### src/rtl/core/brb_pkg.sv
// shared types and constants for the byte ring buffer with bulk transfers
package brb_pkg;

    // fixed field widths
    localparam int CNT_W       = 7;
    localparam int BYTE_W      = 8;
    localparam int ACT_W       = 2;
    localparam int S_TDATA_W   = 16;
    localparam int M_TDATA_W   = 24;

    // capacity after reset
    localparam logic [CNT_W-1:0] CAP_RESET = 7'd64;

    // item kinds on s_tuser
    localparam logic [ACT_W-1:0] ACT_WRITE = 2'd0;
    localparam logic [ACT_W-1:0] ACT_READ  = 2'd1;
    localparam logic [ACT_W-1:0] ACT_PEEK  = 2'd2;

    // result status codes
    localparam logic STAT_OK     = 1'b0;
    localparam logic STAT_REJECT = 1'b1;

    // controller to datapath commands
    typedef struct packed {
        logic take_item;   // input item accepted this cycle
        logic emit_byte;   // move the fetched byte into the output register
    } brb_cmd_t;

    // datapath to controller status
    typedef struct packed {
        logic out_free;    // output register can load this cycle
        logic req_ok;      // current input is a read or peek that will stream
        logic stream_last; // byte being emitted is the last of the request
    } brb_sts_t;

endpackage

### src/rtl/core/brb_ram.sv
// generic single write port, single read port RAM with registered read
module brb_ram #(
    parameter int WIDTH = 8,
    parameter int DEPTH = 64
) (
    input  logic                     aclk,
    input  logic                     we,
    input  logic [$clog2(DEPTH)-1:0] waddr,
    input  logic [WIDTH-1:0]         wdata,
    input  logic                     re,
    input  logic [$clog2(DEPTH)-1:0] raddr,
    output logic [WIDTH-1:0]         rdata
);

    logic [WIDTH-1:0] mem [DEPTH];

    // write port and registered read, read data holds while re is low
    always_ff @(posedge aclk) begin
        if (we) begin
            mem[waddr] <= wdata;
        end
        if (re) begin
            rdata <= mem[raddr];
        end
    end

endmodule

### src/rtl/core/brb_ctrl.sv
// controller state machine: accepts items and sequences read streams
module brb_ctrl (
    input  logic              aclk,
    input  logic              aresetn,
    input  logic              s_tvalid,
    output logic              s_tready,
    input  brb_pkg::brb_sts_t sts,
    output brb_pkg::brb_cmd_t cmd
);
    import brb_pkg::*;

    typedef enum logic {
        ST_IDLE,
        ST_STREAM
    } state_t;

    state_t state_reg;
    state_t state_next;

    // handshake and commands
    always_comb begin
        cmd        = '0;
        s_tready   = 1'b0;
        state_next = state_reg;
        case (state_reg)
            ST_IDLE: begin
                s_tready = sts.out_free;
                if (s_tvalid && sts.out_free) begin
                    cmd.take_item = 1'b1;
                    if (sts.req_ok) begin
                        state_next = ST_STREAM;
                    end
                end
            end
            ST_STREAM: begin
                if (sts.out_free) begin
                    cmd.emit_byte = 1'b1;
                    if (sts.stream_last) begin
                        state_next = ST_IDLE;
                    end
                end
            end
            default: begin
                state_next = ST_IDLE;
            end
        endcase
    end

    // state register
    always_ff @(posedge aclk) begin
        if (!aresetn) begin
            state_reg <= ST_IDLE;
        end else begin
            state_reg <= state_next;
        end
    end

endmodule

### src/rtl/core/brb_datapath.sv
// datapath: pointers, fill count, write tracking, storage and result register
module brb_datapath #(
    parameter int DEPTH = 64
) (
    input  logic                                aclk,
    input  logic                                aresetn,
    input  logic                                cfg_we,
    input  logic [brb_pkg::CNT_W-1:0]           cfg_wdata,
    input  logic [brb_pkg::S_TDATA_W-1:0]       s_tdata,
    input  logic [brb_pkg::ACT_W-1:0]           s_tuser,
    input  logic                                s_tlast,
    output logic                                m_tvalid,
    input  logic                                m_tready,
    output logic [brb_pkg::M_TDATA_W-1:0]       m_tdata,
    output logic                                m_tuser,
    output logic                                m_tlast,
    input  brb_pkg::brb_cmd_t                   cmd,
    output brb_pkg::brb_sts_t                   sts
);
    import brb_pkg::*;

    localparam int PTR_W = $clog2(DEPTH);
    localparam logic [CNT_W-1:0] DEPTH_C = CNT_W'(DEPTH);

    // state registers
    logic [CNT_W-1:0] cap_reg;
    logic [PTR_W-1:0] rp_reg, rp_next;
    logic [PTR_W-1:0] wp_reg, wp_next;
    logic [CNT_W-1:0] fill_reg, fill_next;
    logic [CNT_W-1:0] wr_rem_reg, wr_rem_next;
    logic             wr_adm_reg, wr_adm_next;
    logic [CNT_W-1:0] wr_stored_reg, wr_stored_next;

    // stream registers
    logic [PTR_W-1:0] walk_reg, walk_next;
    logic [CNT_W-1:0] len_reg, len_next;
    logic [CNT_W-1:0] k_reg, k_next;
    logic             is_read_reg, is_read_next;

    // output register
    logic             ov_reg, ov_next;
    logic [BYTE_W-1:0] od_reg, od_next;
    logic             olast_reg, olast_next;
    logic             ostat_reg, ostat_next;
    logic [CNT_W-1:0] ocnt_reg, ocnt_next;
    logic [CNT_W-1:0] ofill_reg, ofill_next;
    logic [CNT_W-1:0] ocap_reg, ocap_next;

    // storage ports
    logic              ram_we, ram_re;
    logic [PTR_W-1:0]  ram_raddr;
    logic [BYTE_W-1:0] ram_rdata;

    // input fields
    logic [ACT_W-1:0]  action;
    logic [CNT_W-1:0]  len_in;
    logic [BYTE_W-1:0] din;
    logic              is_wr, is_rd, is_pk;

    // effective capacity and write bookkeeping
    logic [CNT_W-1:0] cap;
    logic             wr_open, admit, do_store, close;
    logic [CNT_W-1:0] rem, rem_after, stored, stored_after, fill_after;

    // wrap a pointer at the effective capacity
    function automatic logic [PTR_W-1:0] advance(input logic [PTR_W-1:0] p,
                                                 input logic [CNT_W-1:0] c);
        logic [CNT_W-1:0] n;
        n = CNT_W'(p) + CNT_W'(1);
        return (n >= c) ? '0 : n[PTR_W-1:0];
    endfunction

    assign action = s_tuser;
    assign len_in = s_tdata[CNT_W-1:0];
    assign din    = s_tdata[CNT_W+BYTE_W-1:CNT_W];
    assign is_wr  = (action == ACT_WRITE);
    assign is_rd  = (action == ACT_READ);
    assign is_pk  = (action == ACT_PEEK);

    // clamp capacity into one to depth
    always_comb begin
        if (cap_reg == '0) begin
            cap = CNT_W'(1);
        end else if (cap_reg > DEPTH_C) begin
            cap = DEPTH_C;
        end else begin
            cap = cap_reg;
        end
    end

    // write transaction decode
    always_comb begin
        wr_open      = (wr_rem_reg != '0);
        admit        = wr_open ? wr_adm_reg
                               : ((len_in != '0) && (fill_reg <= cap)
                                  && (len_in <= cap - fill_reg));
        rem          = wr_open ? wr_rem_reg : ((len_in == '0) ? CNT_W'(1) : len_in);
        stored       = wr_open ? wr_stored_reg : '0;
        do_store     = admit && (fill_reg < cap);
        rem_after    = rem - CNT_W'(1);
        close        = s_tlast || (rem_after == '0);
        fill_after   = fill_reg + CNT_W'(do_store);
        stored_after = stored + CNT_W'(do_store);
    end

    // status to controller
    assign sts.out_free    = !ov_reg || m_tready;
    assign sts.req_ok      = (is_rd || is_pk) && (len_in != '0) && (len_in <= fill_reg);
    assign sts.stream_last = ((k_reg + CNT_W'(1)) == len_reg);

    // next state
    always_comb begin
        rp_next        = rp_reg;
        wp_next        = wp_reg;
        fill_next      = fill_reg;
        wr_rem_next    = wr_rem_reg;
        wr_adm_next    = wr_adm_reg;
        wr_stored_next = wr_stored_reg;
        walk_next      = walk_reg;
        len_next       = len_reg;
        k_next         = k_reg;
        is_read_next   = is_read_reg;
        ov_next        = ov_reg && !m_tready;
        od_next        = od_reg;
        olast_next     = olast_reg;
        ostat_next     = ostat_reg;
        ocnt_next      = ocnt_reg;
        ofill_next     = ofill_reg;
        ocap_next      = ocap_reg;
        ram_we         = 1'b0;
        ram_re         = 1'b0;
        ram_raddr      = rp_reg;

        if (cfg_we) begin
            // capacity write empties the buffer
            rp_next        = '0;
            wp_next        = '0;
            fill_next      = '0;
            wr_rem_next    = '0;
            wr_adm_next    = 1'b0;
            wr_stored_next = '0;
        end else if (cmd.take_item && is_wr) begin
            // write byte
            if (do_store) begin
                ram_we  = 1'b1;
                wp_next = advance(wp_reg, cap);
            end
            fill_next = fill_after;
            if (close) begin
                wr_rem_next    = '0;
                wr_adm_next    = 1'b0;
                wr_stored_next = '0;
                ov_next        = 1'b1;
                od_next        = '0;
                olast_next     = 1'b1;
                ostat_next     = admit ? STAT_OK : STAT_REJECT;
                ocnt_next      = admit ? stored_after : '0;
                ofill_next     = fill_after;
                ocap_next      = cap;
            end else begin
                wr_rem_next    = rem_after;
                wr_adm_next    = admit;
                wr_stored_next = stored_after;
            end
        end else if (cmd.take_item && (is_rd || is_pk)) begin
            if (sts.req_ok) begin
                // start the stream, fetch the first byte
                ram_re       = 1'b1;
                ram_raddr    = rp_reg;
                walk_next    = advance(rp_reg, cap);
                len_next     = len_in;
                k_next       = '0;
                is_read_next = is_rd;
                if (is_rd) begin
                    fill_next = fill_reg - len_in;
                end
            end else begin
                // zero length or not enough data
                ov_next    = 1'b1;
                od_next    = '0;
                olast_next = 1'b1;
                ostat_next = STAT_REJECT;
                ocnt_next  = '0;
                ofill_next = fill_reg;
                ocap_next  = cap;
            end
        end else if (cmd.emit_byte) begin
            // hand out a fetched byte and fetch the next one
            ov_next    = 1'b1;
            od_next    = ram_rdata;
            olast_next = sts.stream_last;
            ostat_next = STAT_OK;
            ocnt_next  = len_reg;
            ofill_next = fill_reg;
            ocap_next  = cap;
            k_next     = k_reg + CNT_W'(1);
            if (sts.stream_last) begin
                if (is_read_reg) begin
                    rp_next = walk_reg;
                end
            end else begin
                ram_re    = 1'b1;
                ram_raddr = walk_reg;
                walk_next = advance(walk_reg, cap);
            end
        end
    end

    // control registers
    always_ff @(posedge aclk) begin
        if (!aresetn) begin
            cap_reg       <= CAP_RESET;
            rp_reg        <= '0;
            wp_reg        <= '0;
            fill_reg      <= '0;
            wr_rem_reg    <= '0;
            wr_adm_reg    <= 1'b0;
            wr_stored_reg <= '0;
            ov_reg        <= 1'b0;
        end else begin
            if (cfg_we) begin
                cap_reg <= cfg_wdata;
            end
            rp_reg        <= rp_next;
            wp_reg        <= wp_next;
            fill_reg      <= fill_next;
            wr_rem_reg    <= wr_rem_next;
            wr_adm_reg    <= wr_adm_next;
            wr_stored_reg <= wr_stored_next;
            ov_reg        <= ov_next;
        end
    end

    // payload registers
    always_ff @(posedge aclk) begin
        walk_reg    <= walk_next;
        len_reg     <= len_next;
        k_reg       <= k_next;
        is_read_reg <= is_read_next;
        od_reg      <= od_next;
        olast_reg   <= olast_next;
        ostat_reg   <= ostat_next;
        ocnt_reg    <= ocnt_next;
        ofill_reg   <= ofill_next;
        ocap_reg    <= ocap_next;
    end

    // byte storage
    brb_ram #(
        .WIDTH (BYTE_W),
        .DEPTH (DEPTH)
    ) u_ram (
        .aclk  (aclk),
        .we    (ram_we),
        .waddr (wp_reg),
        .wdata (din),
        .re    (ram_re),
        .raddr (ram_raddr),
        .rdata (ram_rdata)
    );

    // result port
    assign m_tvalid = ov_reg;
    assign m_tlast  = olast_reg;
    assign m_tuser  = ostat_reg;
    assign m_tdata  = {(ofill_reg == ocap_reg), (ofill_reg == '0),
                       ofill_reg, ocnt_reg, od_reg};

endmodule

### src/rtl/core/byte_ring_buffer_bulk_core.sv
// top level of the byte ring buffer with all-or-nothing bulk transfers
// write bytes: one item per cycle while the result port is free, status result in the cycle after the closing byte
// read or peek of length L: first byte via the registered storage read and the output register,
//   then one byte per cycle while m_tready is high, paced by the storage read feeding that register
// reject results appear in the cycle after the request; no new item during a stream
// aresetn (synchronous, active low) empties the buffer and sets capacity to 64
module byte_ring_buffer_bulk_core #(
    parameter int DEPTH = 64
) (
    input  logic                                aclk,
    input  logic                                aresetn,
    // capacity register
    input  logic                                cfg_we,
    input  logic [brb_pkg::CNT_W-1:0]           cfg_wdata,
    // input items
    input  logic                                s_tvalid,
    output logic                                s_tready,
    input  logic [brb_pkg::S_TDATA_W-1:0]       s_tdata,  // length[6:0], data_in[14:7], pad
    input  logic [brb_pkg::ACT_W-1:0]           s_tuser,  // action[1:0]
    input  logic                                s_tlast,  // last_in
    // result items
    output logic                                m_tvalid,
    input  logic                                m_tready,
    output logic [brb_pkg::M_TDATA_W-1:0]       m_tdata,  // data_out[7:0], count[14:8],
                                                          // fill_level[21:15],
                                                          // is_empty[22], is_full[23]
    output logic                                m_tuser,  // status
    output logic                                m_tlast   // last_out
);
    import brb_pkg::*;

    brb_cmd_t cmd;
    brb_sts_t sts;

    // sequencing
    brb_ctrl u_ctrl (
        .aclk     (aclk),
        .aresetn  (aresetn),
        .s_tvalid (s_tvalid),
        .s_tready (s_tready),
        .sts      (sts),
        .cmd      (cmd)
    );

    // buffer state and results
    brb_datapath #(
        .DEPTH (DEPTH)
    ) u_datapath (
        .aclk      (aclk),
        .aresetn   (aresetn),
        .cfg_we    (cfg_we),
        .cfg_wdata (cfg_wdata),
        .s_tdata   (s_tdata),
        .s_tuser   (s_tuser),
        .s_tlast   (s_tlast),
        .m_tvalid  (m_tvalid),
        .m_tready  (m_tready),
        .m_tdata   (m_tdata),
        .m_tuser   (m_tuser),
        .m_tlast   (m_tlast),
        .cmd       (cmd),
        .sts       (sts)
    );

endmodule
### config.mk
export PLATFORM = sky130hd
export DESIGN_NAME = byte_ring_buffer_bulk_core
export DESIGN_NICKNAME = d
export VERILOG_FILES = /design/src/rtl/core/brb_pkg.sv /design/src/rtl/core/brb_ram.sv /design/src/rtl/core/brb_ctrl.sv /design/src/rtl/core/brb_datapath.sv /design/src/rtl/core/byte_ring_buffer_bulk_core.sv
export SDC_FILE = /design/constraint.sdc
export NUM_CORES = 1
export LEC_CHECK = 0
export BUFFER_PORTS_ARGS = -buffer_cell sky130_fd_sc_hd__buf_2
export CAP_MARGIN = 20
export CORE_MARGIN = 8
export CORE_UTILIZATION = 60
export DETAILED_ROUTE_END_ITERATION = 8
export HOLD_SLACK_MARGIN = 0.1
export PLACE_DENSITY_LB_ADDON = 0.15
export SYNTH_ARGS = -nofsm -noshare
export SYNTH_HDL_FRONTEND = slang
export SYNTH_SLANG_ARGS = --single-unit
### constraint.sdc
create_clock -name aclk -period 10.15 [get_ports aclk]
set_clock_uncertainty 0.05 [all_clocks]
set_input_delay 0.5075 -clock aclk [delete_from_list [all_inputs] [get_ports aclk]]
set_output_delay 0.5075 -clock aclk [all_outputs]
set_load 0.05 [all_outputs]
==> metrics.cfg, run 1 <==
[timing]
whs_ps=139
slew_headroom_pct=28.9
rsz0062_at_grt=no
fin_crit_ps=5830
layout_worst_path_cycle_share_pct=57.5
worst_slew_pin_slew_ps=1060
max_freq_ghz=0.171
setup_viol=0
setup_ws_ps=4320
finalHoldViolCount=0
slew_viol_final=0
setup_tns_ps=0

[cts]
clk_pin_slew_ps=60
cts_setup_buffers=0
clock_latency_ps=640
ctsRootBufferMaster=clkbuf_16
cts.sinks=615
cts_buffer_depth=3
cts_tree=done
htreeDepth=2
cts_made_buffers=61

[finish]
fin_cells=2830
largest_reg_flops=512
nNetsFinal=2268
multi_input_area_um2=8230
seq_area_um2=18000
syn_to_final_growth_pct=12.6
final_core_util_pct=68.5
postLayoutCellArea_um2=30300
drive_gt1_share_pct=12.1
fillers=3135
diodes=0

[synth]
synth-edff-count=572
netlist.area_leader.share_pct=63.7
synth_area_um2=27000
async_flop_share_pct=0
synth_commonest_cells=572 x edfxtp_1, 352 x nand2_1, 121 x mux2i_1, 107 x a21oi_1, 104 x nand3_1
synth_ff_type=edfxtp_1
synth-seq-cells=615
yosysMostFrequentCell=edfxtp_1
ys_seq_area_share_pct=66.9
ys_top_cells_by_area=edfxtp_1 64%, nand2_1 4.9%, mux2i_1 4.5%, dfxtp_1 3.2%, ha_1 2.4%
postSynthAreaPerCell_um2=12.9
yosysUniqueCellTypes=74
postSynthCellCount=2090
yosysTopAreaCell=edfxtp_1
yosys_warnings=0
synth_fp_nets=2173

[routing]
vias=17932
drtIter0Drc=2067
drc=0
finalWirelength_mm=67.7
firstDrtPassIters=6
ant_nets=0
routedWlPerCell_um=23.9
viasPerCell=6.34

[place]
hpwl_mm=41.3
globalplace.congestion=0.861
place_area_um2=27800
port_buffers=57
dp_slack_ps=4190
placed_cells=2667

[global_route]
grt_pass1_wl_mm=103
grt_pass1_vias=17381
grt_usage_pct=25.4
antenna_found_initial=0
grt-ovfl-total=0
grt_max_degree=169

[critical_path]
max_stage_delay_ps=980
cpMaxStageDelayCell=nor3_1
crit_type=flip-flop to flip-flop
worstPathArrival_ps=6040
path_cells=or4_1 -> nor2_1 -> o21a_1 -> inv_1 -> ha_1 -> inv_1 -> ha_1 -> inv_1 -> ha_1 -> nor2b_1 -> o21a_1 -> o21a_1 -> o21a_1 -> o21a_1 -> o21a_1 -> o22ai_1 -> a41oi_1 -> or3_2 -> buf_4 -> nor3_1
cp.required_ps=10350
crit_top_cell=o21a_1
cp_max_fo=70
startpoint_type=flip-flop
end_kind=flip-flop

[floorplanning]
ios=59
initial_core_util_pct=60.8
fp.dieW_um=228
core_um2=44300
die_h_um=228
core.rowCount=77
die_area_um2=52000

[run]
maxCapViolCount=0

[power]
p_leak_nw=10.9
power_mw=5.47
peakVddDrop_uv=165
powerDensity_nw_per_um2=180

[outcome]
status=complete, no violations

[hold_path]
hp-class=primary input to flip-flop

report_power, final:
part           internal, mW  total [mW]  switching, mW
combinational        0.0695       0.226          0.156
clock                  1.48        2.45          0.967
sequential             2.78        2.79        0.00892
total                  4.34        5.47           1.13
per-layer routing:
layer	share of wire, %	global-route usage (%)	up-vias	wire length [um]
met5	0	0	-	0
li1	-	-	8063	-
met1	40	34.3	8712	27100
met2	46	40.6	994	31500
met4	3.4	9.67	0	2310
met3	10	5.06	163	6810
worst max-delay path, delay by kind of cell, from the launching register on:
family	cells	cell delay (ps)
fa+ha+maj	3	640
flops	1	320
buf+inv	4	610
simple gates	5	2290
compound gates	8	1470
timing repair:
item	in CTS	in global routing
hold buffers	10	0
endpoints found under the setup margin	0	0
gates resized for setup	0	0
hold endpoints to repair	10	0
cells in the final DEF, fill, tap and decap left out, types with 13 or more instances in the layout:
| cell type | n |
|---|---|
| nand2b_1 | 24 |
| a221oi_1 | 14 |
| a22oi_1 | 30 |
| nand3_1 | 104 |
| nor3_1 | 79 |
| buf_2 | 77 |
| edfxtp_1 | 572 |
| mux2i_1 | 120 |
| nand4_1 | 19 |
| nor2_1 | 69 |
| a31oi_1 | 15 |
| dfxtp_1 | 43 |
| o21ai_0 | 44 |
| a211oi_1 | 13 |
| bufinv_16 | 14 |
| ha_1 | 51 |
| and3_1 | 17 |
| xor2_1 | 17 |
| clkbuf_4 | 15 |
| clkbuf_16 | 61 |
| inv_1 | 41 |
| a32oi_1 | 18 |
| buf_4 | 36 |
| nand2_1 | 352 |
| a21oi_1 | 107 |
| xnor2_1 | 35 |
| nor2b_1 | 17 |
cell families after synthesis:
family                     count (synthesis)  synth area share [%]
and+or+nand+nor                          721                  12.1
DFF                                      615                  66.9
AOI/OAI and AO/OA                        355                  8.93
buffers and inverters                    159                  2.70
muxes                                    131                  4.91
adders and majority gates                 55                  2.55
xor gates and xnor gates                  54                  1.86
worst paths after layout:
| path | from | depth (start not counted) | slack (ps) | to |
|---|---|---|---|---|
| worst max-delay path | u_datapath.cap_reg[1] | 20 | 4320 | u_datapath.u_ram.mem[48][4] |
| worst min-delay path | s_tdata[1] | 1 | 140 | u_datapath.len_reg[1] |
| worst max register to register | u_datapath.cap_reg[1] | 20 | 4320 | u_datapath.u_ram.mem[48][4] |
| worst min register to register | u_datapath.wr_adm_reg | 2 | 420 | u_datapath.wr_adm_reg |
layout make-up:
type	count	area share, %
repair buffers	148	3.20
multi-input cells	1316	27.1
flip-flops and latches	615	59.4
clock inverters	44	1.99
clock buffers	72	5.27
well taps	592	2.44
inverters	43	0.532
No activity file was read; power rests on OpenSTA's default activity.
==> run 2, diff against run 1 <==
- ABC_AREA: default -> 1
- CORE_UTILIZATION: 60 -> 57
- clock period: 10.15 -> 5.2 ns (I/O delays scaled with it)
==> run 2 against run 1 <==
  * Final area increased by 8.2%
  * Largest cell class unchanged
  * Area after synthesis increased by 8.0%
  * Global-route usage decreased by 0.48 points
  * Register-to-register slack got worse by 4200 ps
  * Non-clock buffer count increased by 15
  * First-iteration DRC count increased by 3.1%
  * Worst hold slack improved by 11 ps
  * Wire length increased by 9.5%
==> metrics.cfg, run 2 <==
[critical_path]
startpoint=u_datapath.cap_reg[6]
cp_max_fo=8
startpoint_type=flip-flop
rr_endpoint=u_datapath.u_ram.mem[48][7]
ff2ff_setup_slack_ps=120
cp.required_ps=5390
crit_type=flip-flop to flip-flop
worstPathArrival_ps=5270
reg2reg_from=u_datapath.cap_reg[6]
ff2ff_path_depth=20
end_kind=flip-flop

[cts]
htreeDepth=3
cts_setup_buffers=0
clock_latency_ps=600
cts_tree=done
cts.sinks=615
cts_made_buffers=66
ctsRootBufferMaster=clkbuf_16
cts_buffer_depth=3
clk_pin_slew_ps=60

[synth]
async_flop_share_pct=0
synth-edff-count=572
synthXorXnorAreaFrac_pct=1.02
yosysMostFrequentCell=nand2_1
synth_top_family_by_area=simple AND/OR/NAND/NOR gates
synth-seq-cells=615
synth_compound_area_share_pct=2.70
postSynthCellCount=3022
netlist.area_leader.share_pct=59.0
ys_seq_area_share_pct=62.0
synth_ff_type=edfxtp_1
synth-simple-area-share_pct=21.9
yosysTopAreaCell=edfxtp_1
synthAdderAreaFrac_pct=2.26
postSynthAreaPerCell_um2=9.63
yosys_warnings=0
yosysUniqueCellTypes=47
ys_top_cells_by_area=edfxtp_1 59%, nand3_1 10%, nand2_1 8.4%, inv_1 7.9%, dfxtp_1 3.0%
synthMuxAreaShare_pct=0
synth_fp_nets=3105
synth_area_um2=29100
synth_commonest_cells=652 x nand2_1, 615 x inv_1, 589 x nand3_1, 572 x edfxtp_1, 140 x nor2_1

[finish]
nNetsFinal=3214
postLayoutCellArea_um2=32800
final_cell_mix=651 x nand2_1, 615 x inv_1, 589 x nand3_1, 572 x edfxtp_1, 121 x nor2_1
largest_reg_flops=512
syn_to_final_growth_pct=12.8
final_common_cell=nand2_1
final_core_util_pct=64.5
diodes=0
seq_area_um2=18000
fin_cells=3862
multi_input_area_um2=8250
fillers=4111
drive_gt1_share_pct=8.83

[timing]
worst_slew_pin_slew_ps=949
setup_tns_ps=0
slew_headroom_pct=36.3
whs_ps=150
setup_ws_ps=125
slew_viol_final=0
layout_worst_path_cycle_share_pct=97.6
max_freq_ghz=0.197
fin_crit_ps=5080
finalHoldViolCount=0
rsz0062_at_grt=yes
setup_viol=0

[place]
port_buffers=57
place_area_um2=30300
dp_slack_ps=99.4
globalplace.congestion=0.933
hpwl_mm=46.0
placed_cells=3716

[hold_path]
min_path_cells=3
hp-class=primary input to flip-flop
hp-start=s_tuser[1]
hold-path-endpoint=u_datapath.is_read_reg

[floorplanning]
die_area_um2=58500
ios=59
initial_core_util_pct=57.2
core.rowCount=83
core_um2=50900
die_h_um=242
fp.dieW_um=242

[global_route]
grt_usage_pct=24.9
grt-ovfl-total=0
grt_pass1_vias=20278
grt_pass1_wl_mm=115
antenna_found_initial=0
grt_max_degree=114

[routing]
vias=21157
firstDrtPassIters=6
routedWlPerCell_um=19.2
drc=0
drtIter0Drc=2131
finalWirelength_mm=74.2
viasPerCell=5.48
ant_nets=0

[power]
powerDensity_nw_per_um2=321
p_leak_nw=14.1
peakVddDrop_uv=275
power_mw=10.6

[outcome]
status=complete, no violations

[run]
maxCapViolCount=0

-- run 2: cell count changes after synthesis, sizes merged, moves of 66 or more --
| cell | delta |
|---|---|
| mux2i | -121 |
| inv | +573 |
| nand2 | +313 |
| nand3 | +486 |
| nor2 | +78 |
| nor3 | -66 |
-- run 2: critical path: stages, from the launching register on --
cell and delay (ps):
dfxtp_1 420, inv_1 160, nand2_1 230, inv_1 120
ha_1 380, o211ai_1 120, nand2_1 100, nand3_1 90
nand2_1 90, xnor2_1 160, ha_1 300, nand2_1 70
nor2_1 100, nand3_1 80, a211oi_1 310, o211ai_1 230
nor2_4 220, inv_1 180, nor2_4 210, nand2_1 520
nor2_2 550
-- run 2: cell families after synthesis --
kind of cell,count (synthesis)
and+or+nand+nor,1441
buffers and inverters,739
DFF,615
AOI/OAI and AO/OA,141
adders and majority gates,52
xor gates and xnor gates,34
-- run 2: what timing repair did --
action / CTS / global route
endpoints found under the setup margin: 0 / 244
gates resized for setup: 0 / 27
hold endpoints to repair: 31 / 0
hold buffers: 27 / 0
-- run 2: routing by layer --
layer	track usage, %	vias to the layer above	wire length (um)
met5	0	-	0
met2	40.2	850	34800
met1	33.5	10055	31200
met3	5.06	169	5680
li1	-	10083	-
met4	8.90	0	2480
-- run 2: area by class of cell --
type | count | share of cell area, %
flip-flops and latches | 615 | 54.9
multi-input cells | 1668 | 25.1
inverters | 617 | 7.05
clock buffers | 81 | 5.46
repair buffers | 163 | 3.72
well taps | 680 | 2.59
clock inverters | 38 | 1.10
-- run 2: worst max-delay path by stage --
stage,slack (ps),end,depth (start not counted)
final,120,u_datapath.u_ram.mem[48][7],20
after global routing,-210,u_datapath.u_ram.mem[48][0],21
after CTS,70,u_datapath.u_ram.mem[63][5],22
after detailed placement,100,u_datapath.u_ram.mem[47][2],22
after global placement,250,u_datapath.u_ram.mem[63][2],23
after floorplan,1250,u_datapath.m_tlast,11
-- run 2: power breakdown --
part           leakage, nW  switching [mW]  internal [mW]  total, mW
Clock                 1.05            1.88           2.79       4.67
Sequential            5.51          0.0130           5.43       5.44
Combinational         7.51           0.324          0.115      0.438
